File: src/md5_pkg.sv
// Shared types, constants and helper functions of the MD5 digest core.
package md5_pkg;

    // Working or chaining state of the compression function.
    typedef struct packed {
        logic [31:0] d;
        logic [31:0] c;
        logic [31:0] b;
        logic [31:0] a;
    } md5_state_t;

    // Write controls from the sequencer to the block buffer.
    typedef struct packed {
        logic byte_wr;
        logic clear;
        logic pad;
        logic len_wr;
    } buf_ctrl_t;

    localparam logic [31:0] INIT_A = 32'h67452301;
    localparam logic [31:0] INIT_B = 32'hefcdab89;
    localparam logic [31:0] INIT_C = 32'h98badcfe;
    localparam logic [31:0] INIT_D = 32'h10325476;

    localparam logic [7:0] PAD_BYTE = 8'h80;
    localparam logic [5:0] LAST_POS = 6'd63;
    localparam logic [5:0] LEN_POS  = 6'd56;
    localparam logic [5:0] LAST_RND = 6'd63;

    localparam logic [31:0] ROUND_K [64] = '{
        32'hd76aa478, 32'he8c7b756, 32'h242070db, 32'hc1bdceee,
        32'hf57c0faf, 32'h4787c62a, 32'ha8304613, 32'hfd469501,
        32'h698098d8, 32'h8b44f7af, 32'hffff5bb1, 32'h895cd7be,
        32'h6b901122, 32'hfd987193, 32'ha679438e, 32'h49b40821,
        32'hf61e2562, 32'hc040b340, 32'h265e5a51, 32'he9b6c7aa,
        32'hd62f105d, 32'h02441453, 32'hd8a1e681, 32'he7d3fbc8,
        32'h21e1cde6, 32'hc33707d6, 32'hf4d50d87, 32'h455a14ed,
        32'ha9e3e905, 32'hfcefa3f8, 32'h676f02d9, 32'h8d2a4c8a,
        32'hfffa3942, 32'h8771f681, 32'h6d9d6122, 32'hfde5380c,
        32'ha4beea44, 32'h4bdecfa9, 32'hf6bb4b60, 32'hbebfbc70,
        32'h289b7ec6, 32'heaa127fa, 32'hd4ef3085, 32'h04881d05,
        32'hd9d4d039, 32'he6db99e5, 32'h1fa27cf8, 32'hc4ac5665,
        32'hf4292244, 32'h432aff97, 32'hab9423a7, 32'hfc93a039,
        32'h655b59c3, 32'h8f0ccc92, 32'hffeff47d, 32'h85845dd1,
        32'h6fa87e4f, 32'hfe2ce6e0, 32'ha3014314, 32'h4e0811a1,
        32'hf7537e82, 32'hbd3af235, 32'h2ad7d2bb, 32'heb86d391
    };

    localparam logic [4:0] ROT_S [16] = '{
        5'd7, 5'd12, 5'd17, 5'd22, 5'd5, 5'd9, 5'd14, 5'd20,
        5'd4, 5'd11, 5'd16, 5'd23, 5'd6, 5'd10, 5'd15, 5'd21
    };

    // Rotate a 32-bit word left by a 5-bit amount.
    function automatic logic [31:0] rotl32(input logic [31:0] x, input logic [4:0] s);
        logic [63:0] dbl;
        dbl = {x, x} << s;
        return dbl[63:32];
    endfunction

    // Standard initial chaining value.
    function automatic md5_state_t init_chain();
        md5_state_t st;
        st.a = INIT_A;
        st.b = INIT_B;
        st.c = INIT_C;
        st.d = INIT_D;
        return st;
    endfunction

endpackage

File: src/md5_blk_buf.sv
// Sixteen-word message block buffer with byte writes, padding and length fill.
module md5_blk_buf
    import md5_pkg::*;
(
    input  logic        clk,
    input  buf_ctrl_t   ctrl,
    input  logic [5:0]  pos,
    input  logic [7:0]  data_byte,
    input  logic [63:0] length,
    input  logic [3:0]  rd_idx,
    output logic [31:0] rd_word
);

    logic [31:0] blk_reg  [16];
    logic [31:0] blk_next [16];

    // Apply clear, byte write, padding and length in that order.
    always_comb
    begin
        blk_next = blk_reg;
        if (ctrl.clear)
        begin
            for (int w = 0; w < 16; w++)
            begin
                blk_next[w] = '0;
            end
        end
        if (ctrl.byte_wr)
        begin
            blk_next[pos[5:2]][8*pos[1:0] +: 8] = data_byte;
        end
        if (ctrl.pad)
        begin
            for (int w = 0; w < 16; w++)
            begin
                for (int l = 0; l < 4; l++)
                begin
                    if (6'(w * 4 + l) == pos)
                    begin
                        blk_next[w][8*l +: 8] = PAD_BYTE;
                    end
                    else if (6'(w * 4 + l) > pos)
                    begin
                        blk_next[w][8*l +: 8] = 8'h00;
                    end
                end
            end
        end
        if (ctrl.len_wr)
        begin
            blk_next[14] = length[31:0];
            blk_next[15] = length[63:32];
        end
    end

    // Buffer words hold payload only and need no reset.
    always_ff @(posedge clk)
    begin
        blk_reg <= blk_next;
    end

    assign rd_word = blk_reg[rd_idx];

endmodule

File: src/md5_round.sv
// Shared MD5 round unit: working registers and one round of logic per cycle while step is high.
module md5_round
    import md5_pkg::*;
(
    input  logic        clk,
    input  logic        load,
    input  logic        step,
    input  md5_state_t  init,
    input  logic [5:0]  rnd,
    input  logic [31:0] msg_word,
    output logic [3:0]  msg_idx,
    output md5_state_t  work
);

    md5_state_t  work_reg;
    md5_state_t  work_next;
    logic [31:0] f;
    logic [3:0]  t;
    logic [31:0] sum;
    logic [4:0]  s;

    assign t = rnd[3:0];

    // Round function and message word index per group of sixteen rounds.
    always_comb
    begin
        unique case (rnd[5:4])
            2'd0:
            begin
                f       = (work_reg.b & work_reg.c) | (~work_reg.b & work_reg.d);
                msg_idx = t;
            end
            2'd1:
            begin
                f       = (work_reg.b & work_reg.d) | (work_reg.c & ~work_reg.d);
                msg_idx = 4'(t * 4'd5 + 4'd1);
            end
            2'd2:
            begin
                f       = work_reg.b ^ work_reg.c ^ work_reg.d;
                msg_idx = 4'(t * 4'd3 + 4'd5);
            end
            default:
            begin
                f       = work_reg.c ^ (work_reg.b | ~work_reg.d);
                msg_idx = 4'(t * 4'd7);
            end
        endcase
    end

    // One round: add, rotate, add, then shift the word roles.
    always_comb
    begin
        s           = ROT_S[{rnd[5:4], rnd[1:0]}];
        sum         = work_reg.a + f + ROUND_K[rnd] + msg_word;
        work_next.a = work_reg.d;
        work_next.d = work_reg.c;
        work_next.c = work_reg.b;
        work_next.b = work_reg.b + rotl32(sum, s);
    end

    always_ff @(posedge clk)
    begin
        if (load)
        begin
            work_reg <= init;
        end
        else if (step)
        begin
            work_reg <= work_next;
        end
    end

    assign work = work_reg;

endmodule

File: src/md5_message_digest_core.sv
// MD5 digest core: sequencer, chaining state and bit count around the round unit.
//
// Input channel s_*: one word per message byte. s_tdata[7:0] is the byte,
// s_tuser says the byte is present (0 only on an empty final word), and
// s_tlast ends the message. Output channel m_*: two words per message, the
// digest as two 64-bit halves (m_tuser is the half index, m_tlast marks the
// second half), digest byte 0 in the low bits of the first half.
// A byte that does not complete a 64-byte block is taken while idle, one
// per cycle. The byte that completes a block starts 64 rounds on the shared
// round unit, then the result is folded into the chaining state and the
// core returns to idle. A last word adds one or two final blocks, each of
// which loads the padding or the length, runs 64 rounds and the fold.
// The first half is shown after the last of these blocks. The round
// unit does one round per cycle.
// s_tready is low while a block is compressed and while the digest is
// offered. When the receiver stalls, the digest half holds on m_tdata until
// taken. After the second half is taken the chaining state and the bit count
// return to their initial values. Reset (rst_n low) loads the initial state
// and leaves the block idle and ready.
module md5_message_digest_core
    import md5_pkg::*;
(
    input  logic        clk,
    input  logic        rst_n,
    input  logic        s_tvalid,
    output logic        s_tready,
    input  logic [7:0]  s_tdata,   // [7:0] data_byte
    input  logic        s_tuser,   // [0] byte_present
    input  logic        s_tlast,
    output logic        m_tvalid,
    input  logic        m_tready,
    output logic [63:0] m_tdata,   // [63:0] digest_half
    output logic        m_tuser,   // [0] half_index
    output logic        m_tlast
);

    localparam logic [2:0] ST_IDLE  = 3'd0;
    localparam logic [2:0] ST_PAD   = 3'd1;
    localparam logic [2:0] ST_ROUND = 3'd2;
    localparam logic [2:0] ST_FOLD  = 3'd3;
    localparam logic [2:0] ST_LEN   = 3'd4;
    localparam logic [2:0] ST_OUT0  = 3'd5;
    localparam logic [2:0] ST_OUT1  = 3'd6;

    // What follows the compression in progress.
    localparam logic [1:0] PH_DATA = 2'd0;
    localparam logic [1:0] PH_SPILL = 2'd1;
    localparam logic [1:0] PH_FINAL = 2'd2;

    logic [2:0]  state_reg, state_next;
    logic [1:0]  phase_reg, phase_next;
    logic        last_reg, last_next;
    logic [5:0]  rnd_reg, rnd_next;
    logic [63:0] count_reg, count_next;
    md5_state_t  chain_reg, chain_next;

    buf_ctrl_t   bctl;
    logic        load;
    logic        step;
    logic        s_acc;
    logic [5:0]  pos;
    logic [3:0]  msg_idx;
    logic [31:0] msg_word;
    md5_state_t  work;

    assign s_acc = s_tvalid && s_tready;
    assign pos   = count_reg[8:3];

    // Sequencer.
    always_comb
    begin
        state_next = state_reg;
        phase_next = phase_reg;
        last_next  = last_reg;
        rnd_next   = rnd_reg;
        count_next = count_reg;
        chain_next = chain_reg;
        bctl       = '0;
        load       = 1'b0;
        step       = 1'b0;
        unique case (state_reg)
            ST_IDLE:
            begin
                if (s_acc)
                begin
                    last_next = s_tlast;
                    if (s_tuser)
                    begin
                        bctl.byte_wr = 1'b1;
                        count_next   = count_reg + 64'd8;
                    end
                    if (s_tuser && pos == LAST_POS)
                    begin
                        load       = 1'b1;
                        rnd_next   = '0;
                        phase_next = PH_DATA;
                        state_next = ST_ROUND;
                    end
                    else if (s_tlast)
                    begin
                        state_next = ST_PAD;
                    end
                end
            end
            ST_PAD:
            begin
                bctl.pad = 1'b1;
                load     = 1'b1;
                rnd_next = '0;
                if (pos >= LEN_POS)
                begin
                    phase_next = PH_SPILL;
                end
                else
                begin
                    bctl.len_wr = 1'b1;
                    phase_next  = PH_FINAL;
                end
                state_next = ST_ROUND;
            end
            ST_ROUND:
            begin
                step     = 1'b1;
                rnd_next = rnd_reg + 6'd1;
                if (rnd_reg == LAST_RND)
                begin
                    state_next = ST_FOLD;
                end
            end
            ST_FOLD:
            begin
                chain_next.a = chain_reg.a + work.a;
                chain_next.b = chain_reg.b + work.b;
                chain_next.c = chain_reg.c + work.c;
                chain_next.d = chain_reg.d + work.d;
                if (phase_reg == PH_FINAL)
                begin
                    state_next = ST_OUT0;
                end
                else if (phase_reg == PH_SPILL)
                begin
                    state_next = ST_LEN;
                end
                else if (last_reg)
                begin
                    state_next = ST_PAD;
                end
                else
                begin
                    state_next = ST_IDLE;
                end
            end
            ST_LEN:
            begin
                bctl.clear  = 1'b1;
                bctl.len_wr = 1'b1;
                load        = 1'b1;
                rnd_next    = '0;
                phase_next  = PH_FINAL;
                state_next  = ST_ROUND;
            end
            ST_OUT0:
            begin
                if (m_tready)
                begin
                    state_next = ST_OUT1;
                end
            end
            ST_OUT1:
            begin
                if (m_tready)
                begin
                    chain_next = init_chain();
                    count_next = '0;
                    last_next  = 1'b0;
                    state_next = ST_IDLE;
                end
            end
            default:
            begin
                state_next = ST_IDLE;
            end
        endcase
    end

    always_ff @(posedge clk or negedge rst_n)
    begin
        if (!rst_n)
        begin
            state_reg <= ST_IDLE;
            phase_reg <= PH_DATA;
            last_reg  <= 1'b0;
            rnd_reg   <= '0;
            count_reg <= '0;
            chain_reg <= init_chain();
        end
        else
        begin
            state_reg <= state_next;
            phase_reg <= phase_next;
            last_reg  <= last_next;
            rnd_reg   <= rnd_next;
            count_reg <= count_next;
            chain_reg <= chain_next;
        end
    end

    md5_blk_buf u_blk_buf (
        .clk       (clk),
        .ctrl      (bctl),
        .pos       (pos),
        .data_byte (s_tdata),
        .length    (count_reg),
        .rd_idx    (msg_idx),
        .rd_word   (msg_word)
    );

    md5_round u_round (
        .clk      (clk),
        .load     (load),
        .step     (step),
        .init     (chain_reg),
        .rnd      (rnd_reg),
        .msg_word (msg_word),
        .msg_idx  (msg_idx),
        .work     (work)
    );

    // Handshake and digest output.
    assign s_tready = (state_reg == ST_IDLE);
    assign m_tvalid = (state_reg == ST_OUT0) || (state_reg == ST_OUT1);
    assign m_tuser  = (state_reg == ST_OUT1);
    assign m_tlast  = (state_reg == ST_OUT1);
    assign m_tdata  = (state_reg == ST_OUT1) ? {chain_reg.d, chain_reg.c}
                                             : {chain_reg.b, chain_reg.a};

endmodule

File: config.mk
export PLATFORM = sky130hd
export DESIGN_NAME = md5_message_digest_core
export DESIGN_NICKNAME = d
export VERILOG_FILES = /design/src/md5_pkg.sv /design/src/md5_blk_buf.sv /design/src/md5_round.sv /design/src/md5_message_digest_core.sv
export SDC_FILE = /design/constraint.sdc
export NUM_CORES = 2
export LEC_CHECK = 0
export ABC_AREA = 1
export BUFFER_PORTS_ARGS = -buffer_cell sky130_fd_sc_hd__buf_2
export CAP_MARGIN = 20
export CORE_ASPECT_RATIO = 1.1
export CORE_MARGIN = 1
export CORE_UTILIZATION = 30
export DETAILED_ROUTE_END_ITERATION = 7
export PLACE_DENSITY = 0.41
export SLEW_MARGIN = 10
export SYNTH_ARGS = -nofsm -noshare
export SYNTH_HDL_FRONTEND = slang
export SYNTH_HIERARCHICAL = 1
export SYNTH_SLANG_ARGS = --single-unit
File: constraint.sdc
create_clock -name clk -period 14.9 [get_ports clk]
set_clock_uncertainty 0.05 [all_clocks]
set_input_delay 2.98 -clock clk [delete_from_list [all_inputs] [get_ports clk]]
set_output_delay 2.98 -clock clk [all_outputs]
set_load 0.1 [all_outputs]
==> results.py <==
metrics = {
    "synthesis": {
        "seq_area_frac_synth_pct": 30.0,
        "ys_warn_count": 6,
        "yosys_register_bits": 841,
        "syn-cell-area_sq_mm": 0.0641,
        "synth_ff_type": "dfxtp_1",
        "yosysTopAreaCell": "nand2_1",
        "syn_area_per_cell_sq_um": 6.35,
        "synthDominantCellAreaShare_pct": 16.9,
        "async_flop_share_pct": 23.9,
        "synth_edf_count": 128,
        "synth_area_leaders": "nand2_1 17%, dfxtp_1 16%, o21ai_0 8.0%",
        "synth_cell_types": 82,
        "synthesis.instances": 10100,
    },
    "clock_network": {
        "cts_setup_buffers": 0,
        "cts_root_buf": "clkbuf_16",
        "clock_path_buffers": 3,
        "clk_pin_slew_ps": 70,
        "clock_latency_ps": 830,
        "cts_tree": "yes",
        "cts_resized": 0,
        "clkSinkCount": 841,
        "cts_hold_buffers": 0,
        "h-tree-depth": 3,
        "cts_buffers": 108,
    },
    "setup_path": {
        "critPathCaptureType": "flip-flop",
        "reg2reg_depth": 50,
        "start_kind": "flip-flop",
        "rrSetupSlack_ps": 3570,
        "criticalPathCategory": "reg -> reg",
        "r2r-end": "u_round/work[52]",
        "r2r-start": "rnd_reg[2]",
        "crit_slowest_cell": "inv_1",
        "path_max_fanout": 44,
        "arrival_ps": 11850,
        "cp_common_cell": "nand3_1",
        "critPathRequiredTime_ps": 15420,
        "max_stage_delay_ps": 710,
    },
    "sta": {
        "fin_crit_sh_pct": 76.0,
        "fin_hold_ws_ps": 413,
        "finalSetupViolCount": 0,
        "fmax_mhz": 88.3,
        "slew-limit-headroom_pct": 22.5,
        "fin_crit_ps": 11330,
        "rsz0062_at_grt": "false",
        "hold_viol_final": 0,
        "drv_slew": 0,
        "tightestPinTransition_ps": 1150,
        "fin_tns_setup_ps": 0,
    },
    "final_layout": {
        "design_area_sq_mm": 0.0705,
        "nFillCells": 23400,
        "largest_register_ffs": 512,
        "layout.nets": 10200,
        "finalNonFillerCells": 12800,
        "layout-drive-gt1-share_pct": 6.24,
        "area_delta_synth_final_pct": 10.0,
    },
    "place": {
        "place_inst": 12600,
        "place.gp.congestion": 0.973,
        "dp_hpwl_um": 249000,
        "numPortBuffers": 81,
        "place_area_sq_mm": 0.0669,
    },
    "routing": {
        "vias": 68300,
        "ant_nets": 0,
        "vias_per_cell": 5.33,
        "wirelength_um": 325000,
        "drcViolationCount": 0,
        "drt-initial-drc-count": 6504,
        "first_pass_iters": 6,
        "post_drt_wl_per_cell_um": 25.4,
    },
    "global_routing": {
        "overflow": 0,
        "grt_pass1_vias": 64200,
        "antenna_found_initial": 7,
        "grt_pass1_wl_um": 463000,
        "grt_max_degree": 208,
        "grt_use_total_pct": 29.2,
    },
    "die": {
        "pin_count": 82,
        "fp-row-count": 177,
        "die_w_um": 443,
        "core_area_sq_mm": 0.212,
        "initial_core_util_pct": 30.2,
        "die-area_sq_mm": 0.216,
        "die_h_um": 487,
    },
    "flow_run": {
        "max_cap_violations": 0,
    },
    "worst_hold_path": {
        "hold_class": "reg -> reg",
        "min_delay_path_depth": 2,
        "holdPathEnd": "u_blk_buf/blk_reg[505]",
        "min-delay-start": "u_blk_buf/blk_reg[505]",
    },
    "outcome": {
        "outcome": "finished, final reports clean",
    },
}
[Yosys cell counts (6+ instances only)]
| master | n |
|---|---|
| nand2_2 | 18 |
| dfstp_2 | 64 |
| a32o_1 | 6 |
| and2_1 | 15 |
| a21oi_1 | 457 |
| nand3_1 | 1005 |
| nor2_4 | 15 |
| ha_1 | 221 |
| dfxtp_1 | 512 |
| fa_1 | 68 |
| nand3b_1 | 11 |
| nor3_1 | 85 |
| nand4_1 | 92 |
| nor2_8 | 6 |
| o221ai_1 | 16 |
| xor2_1 | 69 |
| buf_1 | 36 |
| a2111oi_0 | 6 |
| edfxtp_1 | 128 |
| dfrtp_1 | 137 |
| xnor2_1 | 22 |
| a31oi_1 | 24 |
| o21ai_2 | 12 |
| o22ai_1 | 39 |
| o21ai_1 | 64 |
| inv_1 | 1294 |
| nand2_4 | 7 |
| buf_6 | 13 |
| and3_1 | 7 |
| nand2_1 | 2882 |
| o21ai_0 | 1025 |
| o21bai_1 | 31 |
| buf_4 | 27 |
| inv_2 | 42 |
| o31ai_1 | 6 |
| nor2_2 | 27 |
| nor4_1 | 8 |
| clkbuf_1 | 223 |
| or2_2 | 36 |
| nor2_1 | 805 |
| a221oi_1 | 21 |
| o211ai_1 | 258 |
| buf_2 | 144 |
| a211oi_1 | 22 |
| o211a_1 | 7 |
[worst max path at each step]
stage,from,to,slack [ps],cells after the start
2_1_floorplan,rnd_reg[2],u_round/work[52],6280,58
6_report,rnd_reg[2],u_round/work[52],3570,50
3_5_place_dp,rnd_reg[2],u_round/work[52],3660,50
4_1_cts,rnd_reg[2],u_round/work[52],3650,50
3_3_place_gp,rnd_reg[2],u_round/work[52],3510,50
5_1_grt,rnd_reg[2],u_round/work[52],2920,51
[final cells by class]
| type | count | area (sq um) | area share (%) |
|---|---|---|---|
| clock inverters | 49 | 556 | 0.788 |
| multi-input cells | 7466 | 37900 | 53.7 |
| repair buffers | 181 | 1210 | 1.72 |
| flip-flops and latches | 841 | 19200 | 27.2 |
| clock buffers | 147 | 3060 | 4.34 |
| inverters | 1347 | 5090 | 7.22 |
| diodes | 5 | 12.5 | 0.0177 |
| well taps | 2774 | 3470 | 4.92 |
[layer usage]
metal / global-route usage [%] / share of wire [%] / routed length (um)
met1: 39.0 / 45 / 145000
met2: 47.5 / 45 / 148000
met3: 3.68 / 5.6 / 18200
met4: 11.7 / 4.2 / 13500
met5: 0 / 0.014 / 45
[layout by cell type, fill, tap and decap left out, types with 62 or more instances in the layout]
cell and instances:
buf_4 95, edfxtp_1 128, dfrtp_1 136, nor2_1 797, a21oi_1 456, nand4_1 92
ha_1 221, xor2_1 69, o21ai_0 1023, dfxtp_1 512, nor3_1 85, inv_1 1292
buf_2 80, fa_1 68, nand2_1 2882, dfstp_2 64, o211ai_1 258, clkbuf_16 111
o21ai_1 62, nand3_1 1005
[worst max-delay path, delay by kind of cell, from the launching register on]
family | cells | cell delay [ps]
AND/OR/NAND/NOR | 22 | 2890
adder cells (fa/ha/maj) | 7 | 2610
buffers and inverters | 11 | 2720
XOR/XNOR | 1 | 160
flip-flops | 1 | 330
AO/OA/AOI/OAI | 9 | 2180
[logic make-up after synthesis]
logic type | Yosys count | share of synthesized area [%]
simple gates | 5038 | 33.1
buf+inv | 1795 | 11.1
mux | 5 | 0.0781
fa+ha+maj | 289 | 6.44
flops | 841 | 30.0
other cells | 1 | 0.00585
compound gates | 2040 | 18.1
xor+xnor | 91 | 1.24
[stage by stage]
step,util (%),worst slack [ps]
floorplan,-,6280
global placement,31.5,3510
detailed placement,31.5,3660
CTS,33.3,3650
global route,33.3,2920
finish,33.3,3570
Power is not shown: default switching activity piles up to over one toggle a cycle in this logic, so the estimate is an artifact.
